$ cat src/sv/isfd_pkg.sv
// ----------------------------------------------------------------------------
// isfd_pkg
// Shared types, byte codes and helpers for the IMU serial frame decoder.
// ----------------------------------------------------------------------------
`default_nettype none

package isfd_pkg;

  // Frame byte codes
  localparam logic [7:0] HEADER_BYTE = 8'h55;
  localparam logic [7:0] TYPE_ACCEL  = 8'h51;
  localparam logic [7:0] TYPE_RATE   = 8'h52;
  localparam logic [7:0] TYPE_ANGLE  = 8'h53;
  localparam logic [7:0] TYPE_MAG    = 8'h54;

  // Byte position codes (position = index of the next expected byte)
  localparam logic [3:0] POS_HUNT  = 4'd0;
  localparam logic [3:0] POS_TYPE  = 4'd1;
  localparam logic [3:0] POS_DATA0 = 4'd2;
  localparam logic [3:0] POS_DATA5 = 4'd7;
  localparam logic [3:0] POS_CHECK = 4'd10;

  // Field widths
  localparam int unsigned BYTE_W  = 8;
  localparam int unsigned FS_W    = 12;
  localparam int unsigned AXIS_W  = 28;
  localparam int unsigned RAW_W   = 16;
  localparam int unsigned NUM_PAY = 6;

  // Configuration register indexes
  localparam logic [1:0] CFG_ACCEL_FS = 2'd0;
  localparam logic [1:0] CFG_RATE_FS  = 2'd1;
  localparam logic [1:0] CFG_ANGLE_FS = 2'd2;

  // Reset full-scale values
  localparam logic [FS_W-1:0] ACCEL_FS_RST = 12'd16;
  localparam logic [FS_W-1:0] RATE_FS_RST  = 12'd2000;
  localparam logic [FS_W-1:0] ANGLE_FS_RST = 12'd180;

  typedef enum logic [1:0] {
    KIND_ACCEL = 2'd0,
    KIND_RATE  = 2'd1,
    KIND_ANGLE = 2'd2
  } kind_t;

  // Full-scale register set
  typedef struct packed {
    logic [FS_W-1:0] accel;
    logic [FS_W-1:0] rate;
    logic [FS_W-1:0] angle;
  } fs_set_t;

  // Completed frame handed from framer to scaler
  typedef struct packed {
    kind_t                           kind;
    logic [NUM_PAY-1:0][BYTE_W-1:0]  pay;
  } frame_t;

  // Map a latched type byte to the result kind (only meaningful for 0x51..0x53)
  function automatic kind_t type_to_kind(input logic [7:0] type_byte);
    kind_t k;
    k = KIND_ACCEL;
    case (type_byte)
      TYPE_RATE:  k = KIND_RATE;
      TYPE_ANGLE: k = KIND_ANGLE;
      default:    k = KIND_ACCEL;
    endcase
    return k;
  endfunction

endpackage

`default_nettype wire

$ cat src/sv/isfd_in_if.sv
// ----------------------------------------------------------------------------
// isfd_in_if
// Byte request channel into the frame decoder.
// ----------------------------------------------------------------------------
`default_nettype none

interface isfd_in_if;
  logic       valid;
  logic       ready;
  logic [7:0] rx_byte;

  modport source (output valid, output rx_byte, input ready);
  modport sink   (input valid, input rx_byte, output ready);
endinterface

`default_nettype wire

$ cat src/sv/isfd_out_if.sv
// ----------------------------------------------------------------------------
// isfd_out_if
// Scaled sensor result channel out of the frame decoder.
// ----------------------------------------------------------------------------
`default_nettype none

interface isfd_out_if;
  logic               valid;
  logic               ready;
  logic [1:0]         kind;
  logic signed [27:0] axis_x;
  logic signed [27:0] axis_y;
  logic signed [27:0] axis_z;

  modport source (output valid, output kind, output axis_x, output axis_y,
                  output axis_z, input ready);
  modport sink   (input valid, input kind, input axis_x, input axis_y,
                  input axis_z, output ready);
endinterface

`default_nettype wire

$ cat src/sv/isfd_cfg_if.sv
// ----------------------------------------------------------------------------
// isfd_cfg_if
// Register write channel: register index and write data.
// ----------------------------------------------------------------------------
`default_nettype none

interface isfd_cfg_if;
  logic        valid;
  logic        ready;
  logic [1:0]  reg_index;
  logic [11:0] wdata;

  modport source (output valid, output reg_index, output wdata, input ready);
  modport sink   (input valid, input reg_index, input wdata, output ready);
endinterface

`default_nettype wire

$ cat src/sv/isfd_cfg_regs.sv
// ----------------------------------------------------------------------------
// isfd_cfg_regs
// Full-scale registers for the three result kinds.
// ----------------------------------------------------------------------------
`default_nettype none

module isfd_cfg_regs (
  input  wire logic        clk,
  input  wire logic        rst_n,
  isfd_cfg_if.sink         cfg,
  output isfd_pkg::fs_set_t fs
);

  isfd_pkg::fs_set_t fs_r;
  isfd_pkg::fs_set_t fs_nxt;

  // Writes are always taken
  assign cfg.ready = 1'b1;

  // Register decode; unused index is ignored
  always_comb begin
    fs_nxt = fs_r;
    if (cfg.valid) begin
      unique case (cfg.reg_index)
        isfd_pkg::CFG_ACCEL_FS: fs_nxt.accel = cfg.wdata;
        isfd_pkg::CFG_RATE_FS:  fs_nxt.rate  = cfg.wdata;
        isfd_pkg::CFG_ANGLE_FS: fs_nxt.angle = cfg.wdata;
        default:                fs_nxt       = fs_r;
      endcase
    end
  end

  always_ff @(posedge clk) begin
    if (!rst_n) begin
      fs_r.accel <= isfd_pkg::ACCEL_FS_RST;
      fs_r.rate  <= isfd_pkg::RATE_FS_RST;
      fs_r.angle <= isfd_pkg::ANGLE_FS_RST;
    end else begin
      fs_r <= fs_nxt;
    end
  end

  assign fs = fs_r;

endmodule

`default_nettype wire

$ cat src/sv/isfd_framer.sv
// ----------------------------------------------------------------------------
// isfd_framer
// Byte-at-a-time packet framer: header hunt, type check, running checksum,
// payload capture, and a frame register toward the scaler.
// ----------------------------------------------------------------------------
`default_nettype none

module isfd_framer (
  input  wire logic          clk,
  input  wire logic          rst_n,
  isfd_in_if.sink            in_ch,
  output logic               frm_valid,
  output isfd_pkg::frame_t   frm,
  input  wire logic          frm_ready
);

  logic [3:0]  pos_r, pos_nxt;
  logic [7:0]  sum_r, sum_nxt;
  logic [7:0]  type_r, type_nxt;
  logic [isfd_pkg::NUM_PAY-1:0][7:0] pay_r;
  logic        frm_valid_r;
  isfd_pkg::frame_t frm_r;
  logic        in_acc;
  logic        emit;
  logic [7:0]  b;

  assign in_ch.ready = !frm_valid_r || frm_ready;
  assign in_acc      = in_ch.valid && in_ch.ready;
  assign b           = in_ch.rx_byte;

  // Parser next state
  always_comb begin
    pos_nxt  = pos_r;
    sum_nxt  = sum_r;
    type_nxt = type_r;
    emit     = 1'b0;
    if (in_acc) begin
      if (pos_r == isfd_pkg::POS_HUNT || pos_r > isfd_pkg::POS_CHECK) begin
        pos_nxt = isfd_pkg::POS_HUNT;
        if (b == isfd_pkg::HEADER_BYTE) begin
          sum_nxt = b;
          pos_nxt = isfd_pkg::POS_TYPE;
        end
      end else if (pos_r == isfd_pkg::POS_TYPE) begin
        if (b >= isfd_pkg::TYPE_ACCEL && b <= isfd_pkg::TYPE_MAG) begin
          type_nxt = b;
          sum_nxt  = sum_r + b;
          pos_nxt  = isfd_pkg::POS_DATA0;
        end else begin
          pos_nxt = isfd_pkg::POS_HUNT;
        end
      end else if (pos_r == isfd_pkg::POS_CHECK) begin
        // checksum byte; magnetic packets never produce a result
        pos_nxt = isfd_pkg::POS_HUNT;
        emit    = (sum_r == b) && (type_r >= isfd_pkg::TYPE_ACCEL)
                  && (type_r <= isfd_pkg::TYPE_ANGLE);
      end else begin
        sum_nxt = sum_r + b;
        pos_nxt = pos_r + 4'd1;
      end
    end
  end

  always_ff @(posedge clk) begin
    if (!rst_n) begin
      pos_r  <= isfd_pkg::POS_HUNT;
      sum_r  <= '0;
      type_r <= '0;
    end else begin
      pos_r  <= pos_nxt;
      sum_r  <= sum_nxt;
      type_r <= type_nxt;
    end
  end

  // Payload capture: data bytes 0..5 land in fixed slots
  always_ff @(posedge clk) begin
    for (int i = 0; i < isfd_pkg::NUM_PAY; i++) begin
      if (in_acc && pos_r == isfd_pkg::POS_DATA0 + 4'(i)) begin
        pay_r[i] <= b;
      end
    end
  end

  // Frame register toward the scaler
  always_ff @(posedge clk) begin
    if (!rst_n) begin
      frm_valid_r <= 1'b0;
    end else if (emit) begin
      frm_valid_r <= 1'b1;
    end else if (frm_ready) begin
      frm_valid_r <= 1'b0;
    end
  end

  always_ff @(posedge clk) begin
    if (emit) begin
      frm_r.kind <= isfd_pkg::type_to_kind(type_r);
      frm_r.pay  <= pay_r;
    end
  end

  assign frm_valid = frm_valid_r;
  assign frm       = frm_r;

endmodule

`default_nettype wire

$ cat src/sv/isfd_scaler.sv
// ----------------------------------------------------------------------------
// isfd_scaler
// Multiplies the three raw axes by the kind's full scale (Q.15 result) and
// holds the result in the output register.
// ----------------------------------------------------------------------------
`default_nettype none

module isfd_scaler (
  input  wire logic          clk,
  input  wire logic          rst_n,
  input  wire logic          frm_valid,
  input  wire isfd_pkg::frame_t  frm,
  output logic               frm_ready,
  input  wire isfd_pkg::fs_set_t fs,
  isfd_out_if.source         out_ch
);

  localparam int unsigned PROD_W = isfd_pkg::RAW_W + isfd_pkg::FS_W + 1;

  logic                            out_valid_r;
  logic [1:0]                      kind_r;
  logic signed [isfd_pkg::AXIS_W-1:0] ax_r, ay_r, az_r;
  logic [isfd_pkg::FS_W-1:0]       fs_sel;
  logic signed [isfd_pkg::RAW_W-1:0] raw_x, raw_y, raw_z;
  logic signed [PROD_W-1:0]        px, py, pz;
  logic signed [isfd_pkg::FS_W:0]  fs_s;

  assign frm_ready = !out_valid_r || out_ch.ready;

  // Full-scale select by kind
  always_comb begin
    unique case (frm.kind)
      isfd_pkg::KIND_ACCEL: fs_sel = fs.accel;
      isfd_pkg::KIND_RATE:  fs_sel = fs.rate;
      isfd_pkg::KIND_ANGLE: fs_sel = fs.angle;
      default:              fs_sel = '0;
    endcase
  end

  // Little-endian raw axes and exact products
  always_comb begin
    raw_x = $signed({frm.pay[1], frm.pay[0]});
    raw_y = $signed({frm.pay[3], frm.pay[2]});
    raw_z = $signed({frm.pay[5], frm.pay[4]});
    fs_s  = $signed({1'b0, fs_sel});
    px    = PROD_W'(raw_x) * PROD_W'(fs_s);
    py    = PROD_W'(raw_y) * PROD_W'(fs_s);
    pz    = PROD_W'(raw_z) * PROD_W'(fs_s);
  end

  // Output register
  always_ff @(posedge clk) begin
    if (!rst_n) begin
      out_valid_r <= 1'b0;
    end else if (frm_ready) begin
      out_valid_r <= frm_valid;
    end
  end

  always_ff @(posedge clk) begin
    if (frm_ready && frm_valid) begin
      kind_r <= frm.kind;
      ax_r   <= px[isfd_pkg::AXIS_W-1:0];
      ay_r   <= py[isfd_pkg::AXIS_W-1:0];
      az_r   <= pz[isfd_pkg::AXIS_W-1:0];
    end
  end

  assign out_ch.valid  = out_valid_r;
  assign out_ch.kind   = kind_r;
  assign out_ch.axis_x = ax_r;
  assign out_ch.axis_y = ay_r;
  assign out_ch.axis_z = az_r;

endmodule

`default_nettype wire

$ cat src/sv/imu_serial_frame_decoder.sv
// ----------------------------------------------------------------------------
// imu_serial_frame_decoder
// Frames 11-byte IMU packets from a byte stream and emits scaled axes.
// ----------------------------------------------------------------------------
// Takes one received byte per clock (in_chan.ready stays high unless a
// finished frame is waiting behind a stalled output). A packet is 0x55, a type
// byte 0x51..0x54, eight data bytes and an 8-bit sum checksum. Accel, rate and
// angle packets with a good checksum produce one result, held first in the
// frame register and then, through the three 16x12 multipliers, in the output
// register. Axes are raw * full_scale in signed Q.15. Full-scale registers
// (index 0 accel, 1 rate, 2 angle) are to be written by the user through
// cfg_chan while no packet is in flight; the block itself does not enforce it.
`default_nettype none

module imu_serial_frame_decoder (
  input  wire logic    clk,
  input  wire logic    rst_n,
  isfd_in_if.sink      in_chan,
  isfd_out_if.source   out_chan,
  isfd_cfg_if.sink     cfg_chan
);

  isfd_pkg::fs_set_t fs;
  isfd_pkg::frame_t  frm;
  logic              frm_valid;
  logic              frm_ready;

  isfd_cfg_regs u_cfg (
    .clk   (clk),
    .rst_n (rst_n),
    .cfg   (cfg_chan),
    .fs    (fs)
  );

  isfd_framer u_framer (
    .clk       (clk),
    .rst_n     (rst_n),
    .in_ch     (in_chan),
    .frm_valid (frm_valid),
    .frm       (frm),
    .frm_ready (frm_ready)
  );

  isfd_scaler u_scaler (
    .clk       (clk),
    .rst_n     (rst_n),
    .frm_valid (frm_valid),
    .frm       (frm),
    .frm_ready (frm_ready),
    .fs        (fs),
    .out_ch    (out_chan)
  );

`ifndef NO_ASSERTIONS
  // A frame only appears on the cycle after a byte was accepted
  a_frm_from_byte: assert property (@(posedge clk) disable iff (!rst_n)
    $rose(frm_valid) |-> $past(in_chan.valid && in_chan.ready))
    else $error("frame register loaded without an input byte");

  // Blocked frame holds its contents
  a_frm_hold: assert property (@(posedge clk) disable iff (!rst_n)
    frm_valid && !frm_ready |=> frm_valid && $stable(frm))
    else $error("pending frame lost or changed while scaler stalled");

  // A frame taken by the scaler shows up as a result
  a_frm_to_out: assert property (@(posedge clk) disable iff (!rst_n)
    frm_valid && frm_ready |=> out_chan.valid)
    else $error("frame taken but no result presented");

  // Byte intake stops while a frame is stuck behind the output
  a_backpressure: assert property (@(posedge clk) disable iff (!rst_n)
    frm_valid && !frm_ready |-> !in_chan.ready)
    else $error("byte taken while frame register is blocked");
`endif

endmodule

`default_nettype wire

$ cat src/flat_wrapper.sv
// flat-port wrapper written by rule: the top's interface ports become plain ports
module imu_serial_frame_decoder_flat 
  (clk, rst_n, in_chan_valid, in_chan_rx_byte, in_chan_ready, out_chan_valid, out_chan_kind, out_chan_axis_x, out_chan_axis_y, out_chan_axis_z, out_chan_ready, cfg_chan_valid, cfg_chan_reg_index, cfg_chan_wdata, cfg_chan_ready);
  isfd_in_if in_chan_i ();
  isfd_out_if out_chan_i ();
  isfd_cfg_if cfg_chan_i ();
  input  wire logic clk;
  input  wire logic rst_n;
  input wire logic [$bits(in_chan_i.valid)-1:0] in_chan_valid;
  input wire logic [$bits(in_chan_i.rx_byte)-1:0] in_chan_rx_byte;
  output wire logic [$bits(in_chan_i.ready)-1:0] in_chan_ready;
  output wire logic [$bits(out_chan_i.valid)-1:0] out_chan_valid;
  output wire logic [$bits(out_chan_i.kind)-1:0] out_chan_kind;
  output wire logic [$bits(out_chan_i.axis_x)-1:0] out_chan_axis_x;
  output wire logic [$bits(out_chan_i.axis_y)-1:0] out_chan_axis_y;
  output wire logic [$bits(out_chan_i.axis_z)-1:0] out_chan_axis_z;
  input wire logic [$bits(out_chan_i.ready)-1:0] out_chan_ready;
  input wire logic [$bits(cfg_chan_i.valid)-1:0] cfg_chan_valid;
  input wire logic [$bits(cfg_chan_i.reg_index)-1:0] cfg_chan_reg_index;
  input wire logic [$bits(cfg_chan_i.wdata)-1:0] cfg_chan_wdata;
  output wire logic [$bits(cfg_chan_i.ready)-1:0] cfg_chan_ready;
  assign in_chan_i.valid = in_chan_valid;
  assign in_chan_i.rx_byte = in_chan_rx_byte;
  assign in_chan_ready = in_chan_i.ready;
  assign out_chan_valid = out_chan_i.valid;
  assign out_chan_kind = out_chan_i.kind;
  assign out_chan_axis_x = out_chan_i.axis_x;
  assign out_chan_axis_y = out_chan_i.axis_y;
  assign out_chan_axis_z = out_chan_i.axis_z;
  assign out_chan_i.ready = out_chan_ready;
  assign cfg_chan_i.valid = cfg_chan_valid;
  assign cfg_chan_i.reg_index = cfg_chan_reg_index;
  assign cfg_chan_i.wdata = cfg_chan_wdata;
  assign cfg_chan_ready = cfg_chan_i.ready;
  imu_serial_frame_decoder u_core (.clk(clk), .rst_n(rst_n), .in_chan(in_chan_i), .out_chan(out_chan_i), .cfg_chan(cfg_chan_i));
endmodule
$ cat config.mk
export PLATFORM = sky130hd
export DESIGN_NAME = imu_serial_frame_decoder_flat
export DESIGN_NICKNAME = d
export VERILOG_FILES = /design/src/sv/isfd_pkg.sv /design/src/sv/isfd_in_if.sv /design/src/sv/isfd_out_if.sv /design/src/sv/isfd_cfg_if.sv /design/src/sv/isfd_cfg_regs.sv /design/src/sv/isfd_framer.sv /design/src/sv/isfd_scaler.sv /design/src/sv/imu_serial_frame_decoder.sv /design/src/flat_wrapper.sv
export SDC_FILE = /design/constraint.sdc
export NUM_CORES = 2
export LEC_CHECK = 0
export ABC_AREA = 0
export BUFFER_PORTS_ARGS = -buffer_cell sky130_fd_sc_hd__buf_2
export CORE_MARGIN = 8
export CORE_UTILIZATION = 50
export CTS_BUF_LIST = sky130_fd_sc_hd__clkbuf_8
export DETAILED_ROUTE_END_ITERATION = 8
export PLACE_DENSITY = 0.8
export SETUP_SLACK_MARGIN = 0.3
export SYNTH_ARGS = -nofsm -noshare
export SYNTH_HDL_FRONTEND = slang
export SYNTH_SLANG_ARGS = --single-unit
$ cat constraint.sdc
create_clock -name clk -period 6.91 [get_ports clk]
set_clock_uncertainty 0.1 [all_clocks]
set_input_delay 0 -clock clk [delete_from_list [all_inputs] [get_ports clk]]
set_output_delay 0 -clock clk [all_outputs]
set_load 0.03 [all_outputs]
== Word level (Yosys, flattened, before mapping) ==
Cells that the tools add are included.

* $add $sub $neg: 2
* Multiply operators: 3
* Order comparisons: 5
* Eq/ne operators: 19
* Mux-type cells: 18
* Bitwise logic cells: 1
* Reductions and logical operators: 25

{| class="wikitable"
|+ Operator list
! kind !! number
|-
| 16-bit by 13-bit multiplier with 28-bit output || 3
|-
| 8-bit 2-to-1 mux || 5
|-
| 12-bit case mux with 3 select lines || 1
|-
| 8-bit by 7-bit == test with 1-bit output, second input constant || 3
|-
| 4-bit by 3-bit == test with 1-bit output, second input constant || 4
|-
| 8-bit by 7-bit >= comparator with 1-bit output, second input constant || 2
|-
| 8-bit by 7-bit less-or-equal comparator with 1-bit output, second input constant || 2
|-
| 4-bit 2-to-1 mux || 3
|-
| 1-bit logical AND || 11
|-
| 8-bit adder || 1
|-
| 4-bit by 2-bit == test with 1-bit output, second input constant || 2
|-
| 8-bit == test || 1
|-
| 4-bit AND reduction || 2
|-
| 1-bit 2-to-1 mux || 7
|-
| 2-bit AND reduction || 3
|-
| 4-bit by 1-bit adder with 4-bit output, second input constant || 1
|-
| 2-bit by 1-bit == test with 1-bit output, second input constant || 2
|-
| 2-bit == test, second input constant || 2
|-
| 4-bit by 1-bit == test with 1-bit output, second input constant || 1
|-
| 4-bit == test, second input constant || 1
|-
| 4-bit greater-than comparator, second input constant || 1
|-
| 2-bit zero test || 2
|-
| 4-bit zero test || 1
|-
| 2-bit case mux with 2 select lines || 1
|-
| 8 further kinds || 11
|}

* Bits in registers: 242
* Bits of input ports: 27
* Output and inout bits: 89
* Word-level logic and storage cells: 98

== Longest topological paths before layout ==
* Depth after elaboration: 8
* Gate-level depth with buffers: 26
* Mapped depth without buffers: 23

== Modules after synthesis ==
Synthesis repeated with hierarchy kept, for this count alone.

* Cells, all modules: 3088
* Area, all modules: 30195.2 um^2

{| class="wikitable"
|+ By module, submodules not included
! module !! times used !! cells each !! area an instance (um^2) !! seq. area each (um^2)
|-
| isfd_scaler || 1 || 2668 || 24418.4 || 2602.5
|-
| isfd_framer || 1 || 275 || 4307.9 || 3363.2
|-
| isfd_cfg_regs || 1 || 145 || 1468.9 || 720.7
|}

== Least setup slack after synthesis ==
No wires, ideal clock.

* Kind: reg-to-reg
* Start: reg u_core.u_framer.frm_r, in the netlist u_core.u_framer.frm[49]
* End: reg u_core.u_scaler.ay_r, in the netlist u_core.u_scaler.out_ch.axis_y[25], data pin
* Library setup time: 0.261 ns
* Arrival: 6.104 ns
* Setup slack: 0.445 ns
* Cell stages (with the launch flop): 24
* Buffers on the path: 3
* Period minus slack after synthesis: 6.465 ns
* Cell sequence: edfxtp_1 -> nor2b_1 -> clkbuf_1 -> nand2_1 -> o21ai_0 -> clkbuf_1 -> clkbuf_1 -> nand2_1 -> fa_1 -> inv_1 -> fa_1 -> fa_1 -> fa_1 -> inv_1 -> fa_1 -> inv_1 -> ha_1 -> nand3_2 -> or3_1 -> o221a_2 -> a211oi_4 -> o31a_4 -> nor4_2 -> a311o_1

* Cells in the longest elaborated chain, start to end: 3

{| class="wikitable"
|+ Ends and longest elaborated chain
! item !! line !! text
|-
| start: declaration || isfd_framer.sv:22 || <nowiki>isfd_pkg::frame_t frm_r;</nowiki>
|-
| 2-bit == test, or another cell as far along || isfd_scaler.sv:32 || <nowiki>unique case (frm.kind)</nowiki>
|-
| 12-bit case mux with 3 select lines (*) || isfd_scaler.sv:32 ||
|-
| 16-bit by 13-bit multiplier with 28-bit output (*) || isfd_scaler.sv:47 || <nowiki>py = PROD_W'(raw_y) * PROD_W'(fs_s);</nowiki>
|-
| named net u_core.u_scaler.py[25] || isfd_scaler.sv:25 || <nowiki>logic signed [PROD_W-1:0] px, py, pz;</nowiki>
|-
| end signal: assignment || isfd_scaler.sv:64 || <nowiki>ay_r <= py[isfd_pkg::AXIS_W-1:0];</nowiki>
|-
| end: declaration || isfd_scaler.sv:22 || <nowiki>logic signed [isfd_pkg::AXIS_W-1:0] ax_r, ay_r, az_r;</nowiki>
|}

The timed path passes the listed nets; every way through them passes the cells marked *.
A chain may end at the register's enable or synchronous reset.

== Worst setup path after layout ==
* Start: reg u_core.u_framer.frm_r, in the netlist u_core.u_framer.frm[49]
* End: reg u_core.u_scaler.ax_r, in the netlist u_core.u_scaler.out_ch.axis_x[26], data pin

* Cells in the longest elaborated chain, start to end: 3

{| class="wikitable"
|+ Ends and longest elaborated chain
! item !! line !! text
|-
| 2-bit == test, or another cell as far along || isfd_scaler.sv:32 ||
|-
| 12-bit case mux with 3 select lines (*) || isfd_scaler.sv:32 ||
|-
| 16-bit by 13-bit multiplier with 28-bit output (*) || isfd_scaler.sv:46 || <nowiki>px = PROD_W'(raw_x) * PROD_W'(fs_s);</nowiki>
|-
| named net u_core.u_scaler.px[26] || isfd_scaler.sv:25 ||
|-
| end signal: assignment || isfd_scaler.sv:63 || <nowiki>ax_r <= px[isfd_pkg::AXIS_W-1:0];</nowiki>
|-
| end: declaration || isfd_scaler.sv:22 ||
|}

Marks and branches as above.

==> metrics.md <==
| Metric | Value |
|---|---|
| Share of cells above drive strength 1 | between 10% and 20% |
| DR top layer | met5 |
| WS Path Type | register to register |
| Core area | 0.05991 mm^2 |
| Routed met3 length | 6671 um |
| Ys Warns | 0 |
| Crit end category | register |
| Clock buffer depth | 3 |
| Peak Freq | 0.1498 GHz |
| CP arrival | about 7 ns |
| Critical path startpoint category | register |
| Setup_tns | 0 ns |
| Initial DRC Count | 1626 |
| H-Tree Depth | 2 |
| Area share of the largest cell type after synthesis | a little over a third |
| Number of buffers created by CTS | 46 |
| MaxCap Viol Count | 0 |
| Root buf cell | clkbuf_8 |
| DR WL met2 | 35830 um |
| Critical Path RT | 7.26 ns |
| Hold WC Path Type | input pin to register |
| FP Rows | 90 |
| Antenna violations before repair | 3 |
| Synthesized net count | 3842 |
| Final wirelength | about 75000 um |
| Async set-reset flop share out of synthesis | 0% |
| Die width | 261.2 um |
| Setup violators final | 0 |
| Vias per cell | 5.322 |
| Slew @ Worst Pin | 0.9868 ns |
| Cell variety after synth | 77 |
| P_leak | 16.53 nW |
| Main synth FF type | edfxtp_1 |
| Gate count of the mapped netlist | a little over 3000 |
| Overall die height | around 260 um |
| Post-Layout Inst Area | roughly 0.035 mm^2 |
| # IOs | 116 |
| Most common cell in the synthesized netlist | inv_1 |
| Cell Pwr Density | 233.7 mW/mm^2 |
| Final min period | 6.678 ns |
| Largest net degree at the start of global routing | 61 |
| Starting Density | 50.18% |
| Reg clk slew, reported paths | roughly 0.07 ns |
| Met1 wire length | 28500 um |
| Post-synthesis register bit count | about 240 |
| First-pass GRT wire length | 111500 um |
| Drt drc | 0 |
| Pins Over Slew Limit | 0 |
| Die area | 0.06823 mm^2 |
| Vias in the first global route | 22643 |
| Fin. Hold Viols | 0 |
| Dominant cells by area after synthesis | fa_1, edfxtp_1, inv_1, ha_1, and2_1 |
| Register area | around 0.0067 mm^2 |
| Multi-input gate area | 0.02086 mm^2 |
| Number of enable flip-flop cells after synthesis | between 150 and 200 |
| Area leader, netlist | fa_1 |
| RSZ-0062 raised after global routing | true |
| Nets | 4022 |
| Placed cell areas | between 0.03 and 0.04 mm^2 |
| Synth top cells by count | inv_1, fa_1, nand2_1 |
| Worst-Skew Late Latency | 0.66 ns |
| HPWL after DPL | slightly below 50000 um |
| Total number of vias | 21771 |
| 1st-pass router iterations | 7 |
| # port buffers | 114 |
| Sequential area share after synthesis | 22.24% |
| Wire per inst | 18.22 um |
| Peak supply drop | 0.0001893 V |
| CTS tree | yes |
| # clock sinks | 242 |
| Final ANT Viol Nets | 0 |
| Mean area per synthesized cell | 9.729 um^2 |
| FILL cells | 4833 |
| Slew margin rel. | around a third |
| Area growth from synthesis to layout | 14.83% |
| GPL Wtd Cong | ~0.9 |
| Final period util | 96.64% |
| GRT overflow | 0 |
| Outcome | finished, final reports clean |
| Post-synthesis cell area | 0.03006 mm^2 |
| Tot GR Track Use | ~20% |
| Crit-path max FO | 12 |
[flip-flops by register name (all words and copies together) (netlist names), 8 cells and up]
signal and cells:
u_core.u_framer.type_r 8, u_core.u_scaler.out_ch.axis_x 28, u_core.u_framer.frm 50, u_core.u_framer.sum_r 8, u_core.u_cfg.fs 36, u_core.u_scaler.out_ch.axis_y 28, u_core.u_scaler.out_ch.axis_z 28, u_core.u_framer.pay_r 48
[stage by stage]
step | instances | hold slack, ns | power [mW] | setup slack, ns | utilization [%]
finish | 4091 | 0.1002 | 8.068 | 0.2322 | 57.62
global route | 4090 | 0.1137 | 8.723 | 0.04351 | 57.61
CTS | 4026 | 0.07814 | 7.549 | 0.3049 | 55.32
detailed placement | 3884 | 0.1554 | 5.920 | 0.1814 | 52.60
global placement | 3884 | 0.1478 | 5.778 | 0.3679 | 52.60
floorplan | 3090 | -0.001131 | 5.040 | 0.4447 | -
[metal layers]
layer	GRT usage (%)	vias up
met2	34.20	901
met1	25.44	10890
met4	7.827	2
met5	0	-
li1	-	9715
met3	4.768	263
[path summary, 6_finish.rpt]
check / startpoint / to / slack [ns] / depth (start not counted)
hold reg to reg: u_core.u_framer.pay_r[24]$_DFFE_PP_ / u_core.u_framer.frm[24]$_DFFE_PP_ / 0.30 / 0
hold / removal: cfg_chan_wdata[6] / u_core.u_cfg.fs[30]$_SDFFE_PN0P_ / 0.10 / 4
setup reg to reg: u_core.u_framer.frm[49]$_DFFE_PP_ / u_core.u_scaler.out_ch.axis_x[26]$_DFFE_PP_ / 0.23 / 23
setup / recovery: u_core.u_framer.frm[49]$_DFFE_PP_ / u_core.u_scaler.out_ch.axis_x[26]$_DFFE_PP_ / 0.23 / 23
[layout make-up]
| type | instances | area share [%] |
|---|---|---|
| diodes | 2 | 0.01450 |
| clock buffers | 53 | 2.113 |
| clock inverters | 32 | 0.7576 |
| inverters | 744 | 8.134 |
| multi-input cells | 1981 | 60.42 |
| flip-flops and latches | 242 | 19.37 |
| well taps | 782 | 2.835 |
| repair buffers | 255 | 6.351 |
[layout by cell type (no fill, tap or decap), types with 23 or more instances in the layout]
cell type / n
a21boi_0: 31
dlygate4sd3_1: 49
buf_2: 115
fa_1: 518
inv_1: 743
nor2_1: 59
nand3_1: 23
o21ai_0: 26
and2_1: 304
ha_1: 179
a21oi_1: 50
dfxtp_1: 58
nor3_1: 25
xnor2_1: 60
clkbuf_8: 53
nand2_1: 398
buf_4: 49
o21a_1: 23
edfxtp_1: 184
[repair_timing]
item	CTS	global route
pin swaps	3	49
resized for setup	14	129
endpoints found under the setup margin	10	24
cloned	4	17
setup buffers	4	46
hold buffers	49	0
endpoints found under the hold margin	106	0
[worst max-delay path, cell delays in order, from the launching register on]
cell and delay (ns):
edfxtp_1 0.45, buf_6 0.16, clkbuf_16 0.15, buf_8 0.12, mux2i_4 0.18, o21ai_4 0.21, buf_6 0.14, buf_4 0.18
clkbuf_16 0.22, nand2_1 0.11, fa_1 0.57, inv_1 0.08, fa_1 0.50, fa_1 0.46, fa_1 0.54, inv_1 0.06
fa_1 0.47, inv_1 0.05, ha_1 0.43, nand2_1 0.23, a21oi_2 0.28, nor3_4 0.08, or3_4 0.41, o311ai_4 0.29
[cell families (layout without fill, tap and decap cells)]
group                      count (synthesis)  after routing  share of synthesized area, %
and+or+nand+nor                          904            904                         14.81
buffers and inverters                    875           1084                         10.97
adders and majority gates                725            725                         43.31
AOI/OAI and AO/OA                        251            259                         5.906
DFF                                      242            242                         22.24
xor gates and xnor gates                  76             76                         2.214
muxes                                     16             16                        0.5327
other                                      1              3                       0.01247
[where the power goes]
group	switching [mW]	internal, mW	leakage (nW)
Combinational	2.65	2.07	13.9
Clock	0.701	0.857	0.542
Sequential	0.00681	1.77	2.11
Total	3.36	4.70	16.5
Note: power is estimated with default switching activity, not from simulation.
